`config.mk`:
```
export PLATFORM = sky130hd
export DESIGN_NAME = lags_ctrl
export DESIGN_NICKNAME = d
export VERILOG_FILES = /design/src/design/lags_pkg.sv /design/src/design/lags_ctrl.sv
export VERILOG_INCLUDE_DIRS = /design/src /design/src/design
export SDC_FILE = /design/constraint.sdc
export NUM_CORES = 1
export LEC_CHECK = 0
export BUFFER_PORTS_ARGS = -buffer_cell sky130_fd_sc_hd__clkbuf_2
export CORE_UTILIZATION = 35
export CTS_BUF_LIST = sky130_fd_sc_hd__clkbuf_4 sky130_fd_sc_hd__clkbuf_8
export CTS_CLUSTER_DIAMETER = 80
export DETAILED_ROUTE_END_ITERATION = 12
export MAX_ROUTING_LAYER = met4
export PLACE_DENSITY = 0.7
export SYNTH_ARGS = -nofsm -noshare
export SYNTH_HDL_FRONTEND = slang
export SYNTH_SLANG_ARGS = --single-unit
```
`constraint.sdc`:
```
create_clock -name clk -period 3.9 [get_ports clk]
set_input_delay 0.39 -clock clk [delete_from_list [all_inputs] [get_ports clk]]
set_output_delay 0.39 -clock clk [all_outputs]
set_load 0.05 [all_outputs]
```
`src/design/assert_macros.svh`:
```
// Assertion macros shared by the grid-step RTL modules.
// Depends on a clock named clk and an active-low reset named rst_n in the using module.
`ifndef ASSERT_MACROS_SVH
`define ASSERT_MACROS_SVH
`ifndef NO_ASSERTIONS
// Check a property on every clock edge outside reset
`define ASSERT_ON(lbl, prop, msg) \
  lbl: assert property (@(posedge clk) disable iff (!rst_n) prop) else $error(msg);
// Check a property on every clock edge, reset included
`define ASSERT_ALWAYS(lbl, prop, msg) \
  lbl: assert property (@(posedge clk) prop) else $error(msg);
`else
`define ASSERT_ON(lbl, prop, msg)
`define ASSERT_ALWAYS(lbl, prop, msg)
`endif
`endif

```
`src/design/lags_pkg.sv`:
```
// Shared sizes, codes and controller-to-datapath types for the life grid step.
// No dependencies; used by lags_ctrl, lags_dp and the top level.
`default_nettype none

package lags_pkg;

  // Grid geometry
  localparam int SIDE  = 64;
  localparam int CELLS = SIDE * SIDE;
  localparam int ROW_W = $clog2(SIDE);
  localparam int CNT_W = $clog2(CELLS + 1);

  localparam logic [ROW_W-1:0] LAST_IDX = ROW_W'(SIDE - 1);
  localparam logic [ROW_W-1:0] PRE_LAST = ROW_W'(SIDE - 2);

  // Request codes
  typedef enum logic [1:0] {
    REQ_WRITE = 2'd0,
    REQ_READ  = 2'd1,
    REQ_STEP  = 2'd2
  } req_t;

  // Controller states
  typedef enum logic [2:0] {
    S_IDLE,
    S_ACC,
    S_CELL,
    S_G_LOAD0,
    S_G_LOAD,
    S_G_CELL,
    S_G_WR,
    S_DONE
  } state_t;

  // Commands from controller to datapath
  typedef struct packed {
    logic             req_load;
    logic             rd_en;
    logic             rd_gen;
    logic [ROW_W-1:0] rd_row;
    logic             cell_op;
    logic             gen_init;
    logic             gen_load_cur;
    logic             gen_load_nxt;
    logic             nxt_zero;
    logic             gen_cell;
    logic             col_first;
    logic             col_last;
    logic             gen_wr;
    logic [ROW_W-1:0] wr_row;
    logic             gen_commit;
    logic             out_load;
  } cmd_t;

endpackage

`default_nettype wire

```
`src/design/lags_ctrl.sv`:
```
// Controller of the life grid step: request sequencing, row and column
// sweep counters, input stall and output valid. Uses lags_pkg.
`default_nettype none

module lags_ctrl (
  input  wire logic           clk,
  input  wire logic           rst_n,
  input  wire logic           in_valid,
  output      logic           in_stall,
  output      logic           out_valid,
  input  wire logic           out_stall,
  input  wire lags_pkg::req_t req_type,
  output      lags_pkg::cmd_t cmd
);
  import lags_pkg::*;

  `include "assert_macros.svh"

  state_t           state_r;
  state_t           state_nxt;
  logic [ROW_W-1:0] row_cnt_r;
  logic [ROW_W-1:0] row_cnt_nxt;
  logic [ROW_W-1:0] col_r;
  logic [ROW_W-1:0] col_nxt;
  logic             out_valid_r;
  logic             out_valid_nxt;
  logic             accept;
  logic             out_free;

  assign accept   = in_valid && !in_stall;
  assign out_free = !out_valid_r || !out_stall;
  assign in_stall = (state_r != S_IDLE);
  assign out_valid = out_valid_r;

  // Next state
  always_comb begin
    state_nxt = state_r;
    case (state_r)
      S_IDLE: begin
        if (accept) state_nxt = S_ACC;
      end
      S_ACC: begin
        case (req_type)
          REQ_WRITE: state_nxt = S_CELL;
          REQ_READ:  state_nxt = S_CELL;
          REQ_STEP:  state_nxt = S_G_LOAD0;
          default:   state_nxt = S_DONE;
        endcase
      end
      S_CELL:    state_nxt = S_DONE;
      S_G_LOAD0: state_nxt = S_G_LOAD;
      S_G_LOAD:  state_nxt = S_G_CELL;
      S_G_CELL: begin
        if (col_r == LAST_IDX) state_nxt = S_G_WR;
      end
      S_G_WR: begin
        state_nxt = (row_cnt_r == LAST_IDX) ? S_DONE : S_G_LOAD;
      end
      S_DONE: begin
        if (out_free) state_nxt = S_IDLE;
      end
      default: state_nxt = S_IDLE;
    endcase
  end

  // Sweep counters
  always_comb begin
    row_cnt_nxt = row_cnt_r;
    col_nxt     = col_r;
    case (state_r)
      S_ACC:    row_cnt_nxt = '0;
      S_G_LOAD: col_nxt     = '0;
      S_G_CELL: col_nxt     = col_r + ROW_W'(1);
      S_G_WR:   row_cnt_nxt = row_cnt_r + ROW_W'(1);
      default: begin
      end
    endcase
  end

  // Output valid: set when the result is loaded, drop when taken
  always_comb begin
    out_valid_nxt = out_valid_r;
    if (out_valid_r && !out_stall) out_valid_nxt = 1'b0;
    if (cmd.out_load) out_valid_nxt = 1'b1;
  end

  // Datapath commands
  always_comb begin
    cmd          = '0;
    cmd.rd_row   = '0;
    cmd.wr_row   = row_cnt_r;
    case (state_r)
      S_IDLE: begin
        cmd.req_load = accept;
      end
      S_ACC: begin
        cmd.rd_en    = 1'b1;
        cmd.rd_gen   = (req_type == REQ_STEP);
        cmd.gen_init = (req_type == REQ_STEP);
      end
      S_CELL: begin
        cmd.cell_op = 1'b1;
      end
      S_G_LOAD0: begin
        cmd.gen_load_cur = 1'b1;
        cmd.rd_en        = 1'b1;
        cmd.rd_gen       = 1'b1;
        cmd.rd_row       = ROW_W'(1);
      end
      S_G_LOAD: begin
        cmd.gen_load_nxt = 1'b1;
        cmd.nxt_zero     = (row_cnt_r == LAST_IDX);
      end
      S_G_CELL: begin
        cmd.gen_cell  = 1'b1;
        cmd.col_first = (col_r == '0);
        cmd.col_last  = (col_r == LAST_IDX);
      end
      S_G_WR: begin
        cmd.gen_wr     = 1'b1;
        cmd.gen_commit = (row_cnt_r == LAST_IDX);
        cmd.rd_en      = (row_cnt_r < PRE_LAST);
        cmd.rd_gen     = 1'b1;
        cmd.rd_row     = row_cnt_r + ROW_W'(2);
      end
      S_DONE: begin
        cmd.out_load = out_free;
      end
      default: begin
      end
    endcase
  end

  // Control registers
  always_ff @(posedge clk) begin
    if (!rst_n) begin
      state_r     <= S_IDLE;
      row_cnt_r   <= '0;
      col_r       <= '0;
      out_valid_r <= 1'b0;
    end else begin
      state_r     <= state_nxt;
      row_cnt_r   <= row_cnt_nxt;
      col_r       <= col_nxt;
      out_valid_r <= out_valid_nxt;
    end
  end

  `ASSERT_ON(a_accept_starts, accept |=> (state_r == S_ACC),
    "accepted beat did not start a request")
  `ASSERT_ON(a_row_end, (state_r == S_G_CELL && col_r == LAST_IDX) |=> (state_r == S_G_WR),
    "row sweep did not end in a row write")
  `ASSERT_ON(a_valid_from_done, $rose(out_valid_r) |-> ($past(state_r) == S_DONE),
    "result beat raised outside the finish state")

endmodule

`default_nettype wire
```
Word level (Yosys, flattened, before mapping)
Index checks and enable logic that the tools add are counted.
{"block": "op_classes", "addsub": 3, "order_cmp": 1, "eq_ne": 14, "n_mux": 21, "n_reduce_logical": 15}
{"cell": "6-bit case mux with 2 select lines", "n": 3}
{"cell": "3-bit case mux with 8 select lines", "n": 1}
{"cell": "6-bit by 1-bit adder with 6-bit output (second input constant)", "n": 2}
{"cell": "3-bit == test (second input constant)", "n": 4}
{"cell": "6-bit == test (second input constant)", "n": 2}
{"cell": "3-bit 2-to-1 mux", "n": 4}
{"cell": "1-bit 2-to-1 mux", "n": 9}
{"cell": "6-bit by 2-bit adder with 6-bit output (second input constant)", "n": 1}
{"cell": "3-bit by 2-bit == test with 1-bit output (second input constant)", "n": 2}
{"cell": "6-bit zero test", "n": 1}
{"cell": "6-bit < comparator (second input constant)", "n": 1}
{"cell": "2-bit != test (second input constant)", "n": 3}
{"cell": "2-bit case mux with 3 select lines", "n": 1}
{"cell": "3-bit case mux with 2 select lines", "n": 1}
{"cell": "2-bit nonzero test", "n": 3}
{"cell": "2-bit 2-to-1 mux", "n": 2}
{"cell": "3-bit by 1-bit == test with 1-bit output (second input constant)", "n": 1}
{"cell": "1-bit zero test", "n": 3}
{"cell": "3-bit zero test", "n": 1}
{"cell": "3-bit AND reduction", "n": 1}
{"cell": "3-bit nonzero test", "n": 1}
{"cell": "2-bit by 1-bit == test with 1-bit output (second input constant)", "n": 1}
{"cell": "2-bit == test (second input constant)", "n": 1}
{"cell": "1-bit logical AND", "n": 2}
{"cell": "other kinds (3)", "n": 3}
{"block": "totals", "reg_bits": 16, "in_bits": 6, "elab_cells": 58}

Longest topological paths before layout
{"block": "logic_depth", "depth_word": 5, "ltp_mapped": 7}

Worst setup path after synthesis
No wires, ideal clock.
{"block": "synth_timing", "path_type": "register to output", "start": "reg row_cnt_r[1]", "end": "out cmd[12] (netlist name)", "arrival_time_ns": 2.697, "path_slack_ns": 0.813, "stages_incl_launch_ff": 4, "path_buffers": 0, "path_cell_list": "dfxtp_1 -> ha_1 -> nand2_1 -> nor4_1"}
{"item": "start: declaration", "line_no": "lags_ctrl.sv:21", "source": "logic [ROW_W-1:0] row_cnt_r;"}
{"item": "start signal: assignment", "line_no": "lags_ctrl.sv:143", "source": "row_cnt_r <= row_cnt_nxt;"}
{"item": "end: declaration", "line_no": "lags_ctrl.sv:13", "source": "output lags_pkg::cmd_t cmd"}

==> impl_metrics.json <==
{
  "status": "complete, but fails checks",
  "failed_checks": "design-rule violations",
  "synth.distinct_cells": 43,
  "endpoint_kind": "output pin",
  "synth_top_area_cell": "dfxtp_1",
  "fin_nets": 182,
  "post-route-period-util_pct": 62.9,
  "reg2regPathDepth": 5,
  "dp_hpwl_um": 1930,
  "grt_util_met1_pct": 21.0,
  "post-route-min-period_ps": 2450,
  "dr.pass1.iters": 8,
  "synth-compound-area-share_pct": 25.2,
  "drc_errors": 1,
  "ctsResizeCount": 0,
  "power.density_mw_per_mm2": 497,
  "cts_tree": "yes",
  "syn_nets": 155,
  "antenna_found_initial": 0,
  "rsz0062_at_grt": "false",
  "port_buffers": 33,
  "final-seq-area_sq_um": 320,
  "core_area_sq_mm": 0.00285,
  "gp_congestion": 0.845,
  "cts-root-buf": "clkbuf_4",
  "worst_setup_path_start_kind": "flip-flop",
  "synthTopCellsByCount": "dfxtp_1 (16), nand2_1 (15), a21oi_1 (12), nor2_1 (12), o21ai_0 (9)",
  "synthAdderAreaFrac_pct": 4.58,
  "post_cts_buffers": 0,
  "syn-cell-area_sq_mm": 0.00109,
  "synth.area.top_cells": "dfxtp_1 (29%), a21oi_1 (5.5%), nand2_1 (5.1%)",
  "gr-usage-met3_pct": 2.23,
  "globalRouteMet2Util_pct": 25.0,
  "crit_path_max_fanout": 18,
  "synth_top_family_by_area": "simple AND/OR/NAND/NOR gates",
  "grt_overflow_total": 0,
  "postRouteAntennaNets": 0,
  "dieArea_sq_mm": 0.00335,
  "synthXorXnorAreaFrac_pct": 2.40,
  "worst_pin_slew_ps": 511,
  "slew_headroom_pct": 65.9,
  "h-tree-depth": 1,
  "numClockSinks": 16,
  "fmax_mhz": 408,
  "setup_viol": 0,
  "seq_area_frac_synth_pct": 29.3,
  "yosysWarnings": 0,
  "required_ps": 3510,
  "fin_setup_tns_ps": 0,
  "grt_pass1_wl_um": 4130,
  "syn_inst": 145,
  "synth_simple_gate_area_share_pct": 31.2,
  "vdd_drop_max_uv": 329,
  "critPathArrivalTime_ps": 2060,
  "slew_viol_final": 0,
  "pre_cts_ws_ps": 1780,
  "multi_input_area_sq_um": 693,
  "wl_per_cell_um": 12.7,
  "fin_skew_ps": 2.22,
  "grt_pass1_vias": 938,
  "synth-main-ff-cell": "dfxtp_1",
  "post-route-util_pct": 44.6,
  "cts_buffers": 3,
  "hold_class": "in -> reg",
  "muxShareOfSynthArea_pct": 0,
  "via_per_inst": 5.51,
  "vias": 1113,
  "synth.most_common_cell": "dfxtp_1",
  "drtIter0Drc": 20,
  "cellLeakagePower_nw": 0.566,
  "crit_type": "reg -> out",
  "drv_cap": 0,
  "start_util_pct": 38.3,
  "layout-drive-gt1-share_pct": 24.6,
  "grt_start_max_net_pins": 19,
  "cts_max_path_buffers": 2,
  "yosysTopAreaCellShare_pct": 29.3,
  "std_cell_rows": 19,
  "min_path_cells": 3,
  "fin_ws_ps": 1450,
  "async_reset_ff_share_pct": 0,
  "clk_pin_slew_ps": 100,
  "die_h_um": 57.9,
  "syn_area_per_cell_sq_um": 7.54,
  "busiest_layer": "met2",
  "diodes": 0,
  "hold_buffers": 0,
  "wirelength_um": 2570,
  "area_growth_syn_to_layout_pct": 16.4,
  "hold_viol": 0,
  "io_pins": 34,
  "clk-insertion-delay-late_ps": 280,
  "ys_ff_latch": 16,
  "fin_hold_ws_ps": 438,
  "die_w_um": 57.9,
  "fillers": 291,
  "grt_usage_pct": 16.0,
  "synth_enable_flop_cells": 0
}
[placed cells by master (no fill, tap or decap), types with 2 or more instances in the layout]
| cell type | instances |
|---|---|
| nor4_1 | 3 |
| nand4_1 | 2 |
| a41o_1 | 2 |
| clkbuf_2 | 33 |
| and2_1 | 4 |
| nor3_1 | 6 |
| nor2b_1 | 3 |
| a21oi_1 | 12 |
| clkbuf_4 | 3 |
| ha_1 | 4 |
| o21a_1 | 3 |
| nor2_1 | 12 |
| inv_1 | 4 |
| a22oi_1 | 2 |
| and3_1 | 2 |
| a21boi_1 | 3 |
| o21ai_0 | 9 |
| nand2_1 | 15 |
| nand2b_1 | 3 |
| a21boi_0 | 2 |
| nor3b_1 | 2 |
| xor2_1 | 2 |
| dfxtp_1 | 16 |
| nand3_1 | 6 |
[final cells by class]
class	instances	area share (%)
multi-input combinational	113	54.5
sequential	16	25.2
timing repair buffer	33	13.0
tap	31	3.05
clock buffer	4	2.85
inverter	5	1.47
[sequential cells by signal (all words and copies together) (netlist names)]
register / flops
col_r: 6
row_cnt_r: 6
state_r: 3
out_valid: 1
[cells by family (layout without fill, tap and decap cells)]
| logic type | count (synthesis) | count (layout) |
|---|---|---|
| xor gates and xnor gates | 3 | 3 |
| DFF | 16 | 16 |
| adders and majority gates | 4 | 4 |
| buffers and inverters | 16 | 42 |
| AOI/OAI and AO/OA | 42 | 42 |
| and+or+nand+nor | 64 | 64 |
[metal layers]
layer	wire, um	vias to the layer above	part of all wire, %
met1	1230	518	48
met3	100	2	3.9
met2	1210	22	47
li1	-	571	-
met4	23	0	0.90
met5	0	-	0
[power by group]
group / internal (mW) / switching, mW
clock network: 0.0567 / 0.0546
registers: 0.177 / 0.0431
logic: 0.0839 / 0.217
[final timing paths]
kind                                start                 endpoint  slack, ps
setup / recovery  state_r[0]$_SDFFE_PN0P_                  cmd[23]       1450
hold / removal                  out_stall   out_valid$_SDFFE_PN0P_        440
setup reg to reg  state_r[0]$_SDFFE_PN0P_  state_r[1]$_SDFFE_PN0P_       2300
hold reg to reg     col_r[5]$_SDFFE_PN0P_    col_r[5]$_SDFFE_PN0P_        520
[stage by stage]
stage	power [mW]	area, sq um	instances
3_3_place_gp	0.522	1240	198
4_1_cts	0.636	1270	202
2_1_floorplan	0.478	1090	145
5_1_grt	0.667	1270	202
6_report	0.633	1270	202
3_5_place_dp	0.526	1240	198
[critical path, stage by stage (launching register included)]
cell	delay [ps]
dfxtp_1	650
nand3b_2	360
inv_1	140
or3_1	380
clkbuf_2	240
Note: power is estimated with default switching activity, not from simulation.
